**config.mk**
```make
export PLATFORM = sky130hd
export DESIGN_NAME = bitmap_row_upscale_2x_smooth_flat
export DESIGN_NICKNAME = d
export VERILOG_FILES = /design/src/rtl/brus_pkg.sv /design/src/rtl/brus_if.sv /design/src/rtl/brus_front.sv /design/src/rtl/brus_queue.sv /design/src/rtl/brus_back.sv /design/src/rtl/bitmap_row_upscale_2x_smooth.sv /design/src/flat_wrapper.sv
export SDC_FILE = /design/constraint.sdc
export NUM_CORES = 1
export LEC_CHECK = 0
export BUFFER_PORTS_ARGS = -buffer_cell sky130_fd_sc_hd__buf_2
export CORE_ASPECT_RATIO = 0.75
export CORE_MARGIN = 1.5
export CORE_UTILIZATION = 45
export CTS_CLUSTER_SIZE = 16
export DETAILED_ROUTE_END_ITERATION = 10
export PLACE_DENSITY = 0.61
export SLEW_MARGIN = 30
export SYNTH_ARGS = -nofsm -noshare
export SYNTH_HDL_FRONTEND = slang
export SYNTH_SLANG_ARGS = --single-unit
```
**constraint.sdc**
```tcl
create_clock -name clk -period 4 [get_ports clk]
set_input_delay 0.2 -clock clk [delete_from_list [all_inputs] [get_ports clk]]
set_output_delay 0.2 -clock clk [all_outputs]
set_load 0.05 [all_outputs]
```
**src/rtl/brus_pkg.sv**
```systemverilog
// ---------------------------------------------------------------------------
// brus_pkg: shared types and constants for the 2x glyph row upscaler
// Job record passed from the row front end to the output sequencer, plus
// queue sizing and glyph geometry constants.
// ---------------------------------------------------------------------------
package brus_pkg;

  // Widest glyph supported, in source columns
  localparam int MAX_GLYPH_WIDTH = 8;
  localparam int SRC_W           = 8;
  localparam int OUT_W           = 16;
  localparam int GW_W            = 4;
  localparam logic [GW_W-1:0] GLYPH_WIDTH_RESET = GW_W'(5);

  // Rows per job and index/count width
  localparam int MAX_ROWS = 3;
  localparam int ROW_CNT_W = 2;

  // Job queue geometry
  localparam int QDEPTH  = 2;
  localparam int QPTR_W  = 1;
  localparam int QFILL_W = 2;

  // One source row's worth of output rows, in emission order
  typedef struct packed {
    logic [MAX_ROWS-1:0][OUT_W-1:0] rows;
    logic [ROW_CNT_W-1:0]           count;
    logic                           last;
  } job_t;

endpackage

```
**src/rtl/brus_if.sv**
```systemverilog
// ---------------------------------------------------------------------------
// brus_if: valid/ready channels of the upscaler
// Source row channel and scaled row channel, each with source/sink views.
// ---------------------------------------------------------------------------
interface brus_row_in_if;
  logic       valid;
  logic       ready;
  logic [7:0] row_bits;
  logic       last_row;

  modport source (output valid, output row_bits, output last_row, input ready);
  modport sink   (input valid, input row_bits, input last_row, output ready);
endinterface

interface brus_row_out_if;
  logic        valid;
  logic        ready;
  logic [15:0] out_row_bits;
  logic        last_of_item;
  logic        last_of_glyph;

  modport source (output valid, output out_row_bits, output last_of_item,
                  output last_of_glyph, input ready);
  modport sink   (input valid, input out_row_bits, input last_of_item,
                  input last_of_glyph, output ready);
endinterface

```
**src/rtl/brus_front.sv**
```systemverilog
// ---------------------------------------------------------------------------
// brus_front: source row front end
// Holds the width register and the previous row, doubles and smooths each
// accepted source row into a job of one to three output rows.
// ---------------------------------------------------------------------------
module brus_front (
  input  logic                  clk,
  input  logic                  rst,
  input  logic                  cfg_we,
  input  logic [3:0]            cfg_wdata,
  brus_row_in_if.sink           glyph,
  output logic                  push,
  output brus_pkg::job_t        push_job,
  input  logic                  full
);

  // Cell patterns {top-left, top-right, bottom-left, bottom-right}
  localparam logic [3:0] ANTI_DIAG = 4'b0110;
  localparam logic [3:0] MAIN_DIAG = 4'b1001;

  logic [brus_pkg::GW_W-1:0]  glyph_width;
  logic [brus_pkg::SRC_W-1:0] previous_row;
  logic                       have_previous;

  logic [brus_pkg::GW_W-1:0]  eff_w;
  logic [brus_pkg::SRC_W-1:0] mask;
  logic [brus_pkg::SRC_W-1:0] cur;
  logic [brus_pkg::SRC_W-1:0] prev;
  logic [brus_pkg::OUT_W-1:0] cur_sp;
  logic [brus_pkg::OUT_W-1:0] prev_sp;
  logic [brus_pkg::OUT_W-1:0] up_px;
  logic [brus_pkg::OUT_W-1:0] lo_px;
  logic                       accept;

  // each source bit k becomes output bits 2k+1 and 2k
  function automatic logic [brus_pkg::OUT_W-1:0] spread(
      input logic [brus_pkg::SRC_W-1:0] row);
    logic [brus_pkg::OUT_W-1:0] o;
    o = '0;
    for (int k = 0; k < brus_pkg::SRC_W; k++) begin
      o[2*k]   = row[k];
      o[2*k+1] = row[k];
    end
    return o;
  endfunction

  // clamp width to the supported maximum
  always_comb begin
    if (glyph_width > brus_pkg::GW_W'(brus_pkg::MAX_GLYPH_WIDTH)) begin
      eff_w = brus_pkg::GW_W'(brus_pkg::MAX_GLYPH_WIDTH);
    end else begin
      eff_w = glyph_width;
    end
    for (int k = 0; k < brus_pkg::SRC_W; k++) begin
      mask[k] = (brus_pkg::GW_W'(k) < eff_w);
    end
  end

  assign cur     = glyph.row_bits & mask;
  assign prev    = previous_row & mask;
  assign cur_sp  = spread(cur);
  assign prev_sp = spread(prev);

  // diagonal smoothing over adjacent column pairs, each cell independent
  always_comb begin
    logic [3:0] cellv;
    up_px = '0;
    lo_px = '0;
    for (int k = 1; k < brus_pkg::SRC_W; k++) begin
      cellv = {prev[k], prev[k-1], cur[k], cur[k-1]};
      if (brus_pkg::GW_W'(k) < eff_w) begin
        if (cellv == ANTI_DIAG) begin
          up_px[2*k]   = 1'b1;
          lo_px[2*k-1] = 1'b1;
        end
        if (cellv == MAIN_DIAG) begin
          up_px[2*k-1] = 1'b1;
          lo_px[2*k]   = 1'b1;
        end
      end
    end
  end

  // job assembly
  always_comb begin
    push_job.last = glyph.last_row;
    if (have_previous) begin
      push_job.rows[0] = prev_sp | up_px;
      push_job.rows[1] = cur_sp | lo_px;
      push_job.rows[2] = cur_sp;
      push_job.count   = glyph.last_row ? brus_pkg::ROW_CNT_W'(3) : brus_pkg::ROW_CNT_W'(2);
    end else begin
      push_job.rows[0] = cur_sp;
      push_job.rows[1] = cur_sp;
      push_job.rows[2] = cur_sp;
      push_job.count   = glyph.last_row ? brus_pkg::ROW_CNT_W'(2) : brus_pkg::ROW_CNT_W'(1);
    end
  end

  assign glyph.ready = !full;
  assign accept      = glyph.valid && !full;
  assign push        = accept;

  // width register and row history
  always_ff @(posedge clk) begin
    if (rst) begin
      glyph_width   <= brus_pkg::GLYPH_WIDTH_RESET;
      previous_row  <= '0;
      have_previous <= 1'b0;
    end else begin
      if (cfg_we) begin
        glyph_width <= cfg_wdata;
      end
      if (accept) begin
        if (glyph.last_row) begin
          previous_row  <= '0;
          have_previous <= 1'b0;
        end else begin
          previous_row  <= glyph.row_bits;
          have_previous <= 1'b1;
        end
      end
    end
  end

endmodule

```
**src/rtl/brus_queue.sv**
```systemverilog
// ---------------------------------------------------------------------------
// brus_queue: job queue
// Short FIFO of jobs between the front end and the output sequencer.
// ---------------------------------------------------------------------------
module brus_queue (
  input  logic           clk,
  input  logic           rst,
  input  logic           push,
  input  brus_pkg::job_t push_job,
  output logic           full,
  input  logic           pop,
  output brus_pkg::job_t head,
  output logic           empty
);

  brus_pkg::job_t                 mem [brus_pkg::QDEPTH];
  logic [brus_pkg::QPTR_W-1:0]    wr_ptr;
  logic [brus_pkg::QPTR_W-1:0]    rd_ptr;
  logic [brus_pkg::QFILL_W-1:0]   fill;

  assign full  = (fill == brus_pkg::QFILL_W'(brus_pkg::QDEPTH));
  assign empty = (fill == '0);
  assign head  = mem[rd_ptr];

  // storage
  always_ff @(posedge clk) begin
    if (push) begin
      mem[wr_ptr] <= push_job;
    end
  end

  // pointers and fill level
  always_ff @(posedge clk) begin
    if (rst) begin
      wr_ptr <= '0;
      rd_ptr <= '0;
      fill   <= '0;
    end else begin
      if (push) begin
        wr_ptr <= (wr_ptr == brus_pkg::QPTR_W'(brus_pkg::QDEPTH - 1)) ? '0 : wr_ptr + 1'b1;
      end
      if (pop) begin
        rd_ptr <= (rd_ptr == brus_pkg::QPTR_W'(brus_pkg::QDEPTH - 1)) ? '0 : rd_ptr + 1'b1;
      end
      if (push && !pop) begin
        fill <= fill + 1'b1;
      end else if (pop && !push) begin
        fill <= fill - 1'b1;
      end
    end
  end

endmodule

```
**src/rtl/brus_back.sv**
```systemverilog
// ---------------------------------------------------------------------------
// brus_back: output row sequencer
// Walks the rows of the head job into the output register, one per beat.
// ---------------------------------------------------------------------------
module brus_back (
  input  logic            clk,
  input  logic            rst,
  input  brus_pkg::job_t  head,
  input  logic            empty,
  output logic            pop,
  brus_row_out_if.source  scaled
);

  logic                            out_valid;
  logic [brus_pkg::OUT_W-1:0]      out_bits;
  logic                            out_loi;
  logic                            out_log;
  logic [brus_pkg::ROW_CNT_W-1:0]  idx;

  logic load;
  logic take;
  logic last_beat;

  // output register may refill when empty or being drained
  assign load      = !out_valid || scaled.ready;
  assign take      = load && !empty;
  assign last_beat = (idx == head.count - 1'b1);
  assign pop       = take && last_beat;

  assign scaled.valid         = out_valid;
  assign scaled.out_row_bits  = out_bits;
  assign scaled.last_of_item  = out_loi;
  assign scaled.last_of_glyph = out_log;

  // control
  always_ff @(posedge clk) begin
    if (rst) begin
      out_valid <= 1'b0;
      idx       <= '0;
    end else begin
      if (load) begin
        out_valid <= !empty;
      end
      if (take) begin
        idx <= last_beat ? '0 : idx + 1'b1;
      end
    end
  end

  // payload
  always_ff @(posedge clk) begin
    if (take) begin
      out_bits <= head.rows[idx];
      out_loi  <= last_beat;
      out_log  <= last_beat && head.last;
    end
  end

endmodule

```
**src/rtl/bitmap_row_upscale_2x_smooth.sv**
```systemverilog
// ---------------------------------------------------------------------------
// bitmap_row_upscale_2x_smooth: 2x glyph upscaler with diagonal smoothing
// Source rows in, doubled and smoothed output rows out.
// ---------------------------------------------------------------------------
// Usage:
//   glyph  : source rows (row_bits, last_row), valid/ready. A beat is taken
//            whenever the two-entry job queue has room.
//   scaled : output rows (out_row_bits, last_of_item, last_of_glyph). Each
//            source row yields one to three output beats.
//   cfg_we/cfg_wdata : glyph_width, write only while the block is idle.
// Order: an accepted source beat's job is written into the queue, and its
//   rows then pass one at a time through the output register.
// Throughput: the output register delivers one row per cycle while the
//   receiver is ready; a source row produces 1 to 3 rows (2 for a steady
//   stream of inner rows); input beats are taken back to back while the
//   queue has space.
// Reset: glyph_width returns to 5, the row history and queue empty out.
// Receiver stall: the output row holds; the queue fills and then the
//   source channel drops ready until rows drain.
// ---------------------------------------------------------------------------
module bitmap_row_upscale_2x_smooth (
  input  logic           clk,
  input  logic           rst,
  input  logic           cfg_we,
  input  logic [3:0]     cfg_wdata,
  brus_row_in_if.sink    glyph,
  brus_row_out_if.source scaled
);

  logic           push;
  logic           pop;
  logic           full;
  logic           empty;
  brus_pkg::job_t push_job;
  brus_pkg::job_t head;

  brus_front u_front (
    .clk       (clk),
    .rst       (rst),
    .cfg_we    (cfg_we),
    .cfg_wdata (cfg_wdata),
    .glyph     (glyph),
    .push      (push),
    .push_job  (push_job),
    .full      (full)
  );

  brus_queue u_queue (
    .clk      (clk),
    .rst      (rst),
    .push     (push),
    .push_job (push_job),
    .full     (full),
    .pop      (pop),
    .head     (head),
    .empty    (empty)
  );

  brus_back u_back (
    .clk    (clk),
    .rst    (rst),
    .head   (head),
    .empty  (empty),
    .pop    (pop),
    .scaled (scaled)
  );

endmodule
```
**src/flat_wrapper.sv**
```systemverilog
// flat-port wrapper written by rule: the top's interface ports become plain ports
module bitmap_row_upscale_2x_smooth_flat 
  (clk, rst, cfg_we, cfg_wdata, glyph_valid, glyph_row_bits, glyph_last_row, glyph_ready, scaled_valid, scaled_out_row_bits, scaled_last_of_item, scaled_last_of_glyph, scaled_ready);
  brus_row_in_if glyph_i ();
  brus_row_out_if scaled_i ();
  input  logic clk;
  input  logic rst;
  input  logic cfg_we;
  input  logic [3:0] cfg_wdata;
  input wire logic [$bits(glyph_i.valid)-1:0] glyph_valid;
  input wire logic [$bits(glyph_i.row_bits)-1:0] glyph_row_bits;
  input wire logic [$bits(glyph_i.last_row)-1:0] glyph_last_row;
  output wire logic [$bits(glyph_i.ready)-1:0] glyph_ready;
  output wire logic [$bits(scaled_i.valid)-1:0] scaled_valid;
  output wire logic [$bits(scaled_i.out_row_bits)-1:0] scaled_out_row_bits;
  output wire logic [$bits(scaled_i.last_of_item)-1:0] scaled_last_of_item;
  output wire logic [$bits(scaled_i.last_of_glyph)-1:0] scaled_last_of_glyph;
  input wire logic [$bits(scaled_i.ready)-1:0] scaled_ready;
  assign glyph_i.valid = glyph_valid;
  assign glyph_i.row_bits = glyph_row_bits;
  assign glyph_i.last_row = glyph_last_row;
  assign glyph_ready = glyph_i.ready;
  assign scaled_valid = scaled_i.valid;
  assign scaled_out_row_bits = scaled_i.out_row_bits;
  assign scaled_last_of_item = scaled_i.last_of_item;
  assign scaled_last_of_glyph = scaled_i.last_of_glyph;
  assign scaled_i.ready = scaled_ready;
  bitmap_row_upscale_2x_smooth u_core (.clk(clk), .rst(rst), .cfg_we(cfg_we), .cfg_wdata(cfg_wdata), .glyph(glyph_i), .scaled(scaled_i));
endmodule
```
==> results.sh <==
export IMPL_status="finished, final reports clean"
export IMPL_path_max_fanout=15
export IMPL_synth_cell_type_count=42
export IMPL_grt_max_degree=42
export IMPL_hpwl_mm=6.78
export IMPL_max_freq_ghz=0.398
export IMPL_clock_latency_ns=0.41
export IMPL_vias_per_cell=5.41
export IMPL_met2_usage_pct=28.8
export IMPL_p_total_mw=4.90
export IMPL_dieArea_sq_mm=0.0121
export IMPL_yosysMostFrequentCell="edfxtp_1"
export IMPL_die_y_microns=95.7
export IMPL_diodes=0
export IMPL_holdCritPathClass="input port to flip-flop"
export IMPL_slew_headroom_pct=36.5
export IMPL_worstMarginPinSlew_ns=0.952
export IMPL_postRouteAntennaNets=0
export IMPL_vdd_drop_max_uv=377
export IMPL_drv_cap=0
export IMPL_cts_root_buf="clkbuf_16"
export IMPL_pin_count=38
export IMPL_syn_inst=388
export IMPL_gr_max_usage_layer="met2"
export IMPL_fin_cells=590
export IMPL_core_area_sq_mm=0.0110
export IMPL_fin_skew_ns=0.00793
export IMPL_synth_seq_cells=121
export IMPL_drt_total_wl_mm=10.3
export IMPL_path_class="flip-flop to flip-flop"
export IMPL_grt_overflow=0
export IMPL_firstDrtPassIters=5
export IMPL_numCtsBuffers=17
export IMPL_wl_per_cell_microns=17.4
export IMPL_clkSinkCount=121
export IMPL_rows=33
export IMPL_clockBufferDepth=2
export IMPL_tritoncts="built"
export IMPL_grtUsageTotal_pct=19.1
export IMPL_synth_ff_type="edfxtp_1"
export IMPL_syn_to_final_growth_pct=19.6
export IMPL_globalRouteMet1Util_pct=25.7
export IMPL_synth_nets=408
export IMPL_die_w_microns=127
export IMPL_setup_tns_final_ns=0
export IMPL_drc=0
export IMPL_htree_levels=4
export IMPL_synthArstFlopShare_pct=0
export IMPL_syn_area_per_cell_sq_um=13.3
export IMPL_cts_clk_slew_worst_paths_ns=0.05
export IMPL_synth_top_cell_by_area="edfxtp_1"
export IMPL_end_kind="flip-flop"
export IMPL_rsz0062_at_grt="no"
export IMPL_io_buffers=37
export IMPL_power_density_mw_per_mm2=794
export IMPL_cts_resized=0
export IMPL_gp_congestion=0.782
export IMPL_synth_area_sq_mm=0.00515
export IMPL_dpl_cell_count=556
export IMPL_post_route_period_util_pct=62.9
export IMPL_synthTopCellsByCount="edfxtp_1, nand2_1, a21oi_1"
export IMPL_startpoint_type="flip-flop"
export IMPL_seq_area_frac_synth_pct=66.4
export IMPL_yosys_area_top_type_share_pct=58.3
export IMPL_setup_viol=0
export IMPL_period_minus_slack_ns=2.51
export IMPL_use_met3_pct=5.05
export IMPL_num_vias=3194
export IMPL_antenna_found_initial=0
export IMPL_final_hold_viol_count=0
export IMPL_critical_path_required_ns=4.33
export IMPL_grt_pass1_vias=3202
export IMPL_synth_top_cells_by_area="edfxtp_1, dfxtp_1, mux4_2, nand2_1, a21oi_1"
export IMPL_drt_iter0_drc=243
export IMPL_grt_pass1_wl_mm=16.8
export IMPL_leakage_nw=2.28
export IMPL_synth_edf_count=100
export IMPL_yosys_warnings=0
export IMPL_drive_gt1_share_pct=21.8
export IMPL_initial_core_util_pct=46.7
export IMPL_slew_violations=0
export IMPL_num_nets_final=457
export IMPL_worstPathArrival_ns=2.84
## final cells by class
type | count | area [sq um]
clock inverters | 7 | 138
multi-input cells | 233 | 1600
well taps | 140 | 175
clock buffers | 25 | 505
repair buffers | 45 | 250
fillers | 897 | 4860
flip-flops and latches | 121 | 3420
inverters | 19 | 71.3
## critical path, cell delays in order, from the launching register on
cell and delay (ns):
dfxtp_1 0.33, buf_4 0.27, mux2i_1 0.35, xnor2_1 0.19
mux2i_1 0.34, inv_1 0.09, ha_1 0.34, or3_1 0.38
a21oi_1 0.16
## kinds of logic after synthesis
logic type / Yosys count / synth area share (%)
AO/OA/AOI/OAI: 67 / 8.06
XOR/XNOR: 5 / 0.850
adder cells (fa/ha/maj): 2 / 0.486
buffers and inverters: 34 / 2.74
flip-flops: 121 / 66.4
multiplexers: 34 / 10.4
AND/OR/NAND/NOR: 125 / 11.0
## state kept, by name, indices dropped and copies added, names as in the netlist, named ones only
name,count
u_core.u_queue.mem,82
u_core.u_queue.fill,2
u_core.u_queue.rd_ptr,1
u_core.u_back.idx,2
u_core.u_front.previous_row,8
u_core.u_front.glyph_width,4
u_core.u_front.have_previous,1
u_core.u_back.scaled.last_of_glyph,1
u_core.u_queue.wr_ptr,1
u_core.u_back.scaled.last_of_item,1
u_core.u_back.scaled.valid,1
u_core.u_back.scaled.out_row_bits,16
## repair_timing
action / in CTS / in global routing
endpoints found under the hold margin: 2 / 0
setup buffers: 0 / 0
hold buffers: 2 / 0
## cells in the final DEF, fill, tap and decap left out, drive strengths merged, types with 4 or more instances in the layout
master / instances
mux2: 12
bufinv: 4
o31ai: 7
nand2b: 9
clkinv: 4
dfxtp: 21
nand2: 67
o21ai: 15
or3: 4
clkbuf: 25
nand3: 12
nor2: 16
a21oi: 25
nor2b: 4
mux4: 14
nor3: 4
mux2i: 8
buf: 43
edfxtp: 100
inv: 17
o21a: 4
## per-layer routing
metal	routed length, microns	vias to the layer above
li1	-	1555
met1	4950	1554
met2	4720	78
met3	448	7
met4	131	0
met5	0	-
## power breakdown
group	internal, mW	leakage, nW	switching (mW)
Combinational	0.440	0.842	0.935
Sequential	1.76	1.13	0.130
Clock	1.12	0.313	0.512
Total	3.32	2.28	1.58
## through the flow
step	hold slack [ns]	area, sq um	setup WS [ns]	utilization, %
2_1_floorplan	0.296	5150	0.600	-
3_3_place_gp	0.402	5500	1.58	49.9
3_5_place_dp	0.407	5500	1.48	49.9
4_1_cts	0.0173	6160	1.46	55.9
5_1_grt	0.0420	6160	1.27	55.9
6_report	0.0325	6160	1.49	55.9
## worst paths after layout
path         slack, ns                             end  depth (start not counted)                      startpoint
min reg2reg       0.49  u_core.u_front.previous_row[7]                          2  u_core.u_front.previous_row[7]
min               0.03   u_core.u_front.glyph_width[3]                          3                    cfg_wdata[3]
max reg2reg       1.49          u_core.u_queue.fill[1]                          8                       flip-flop
max               1.49          u_core.u_queue.fill[1]                          8                       flip-flop
(Power assumes the default switching activity.)
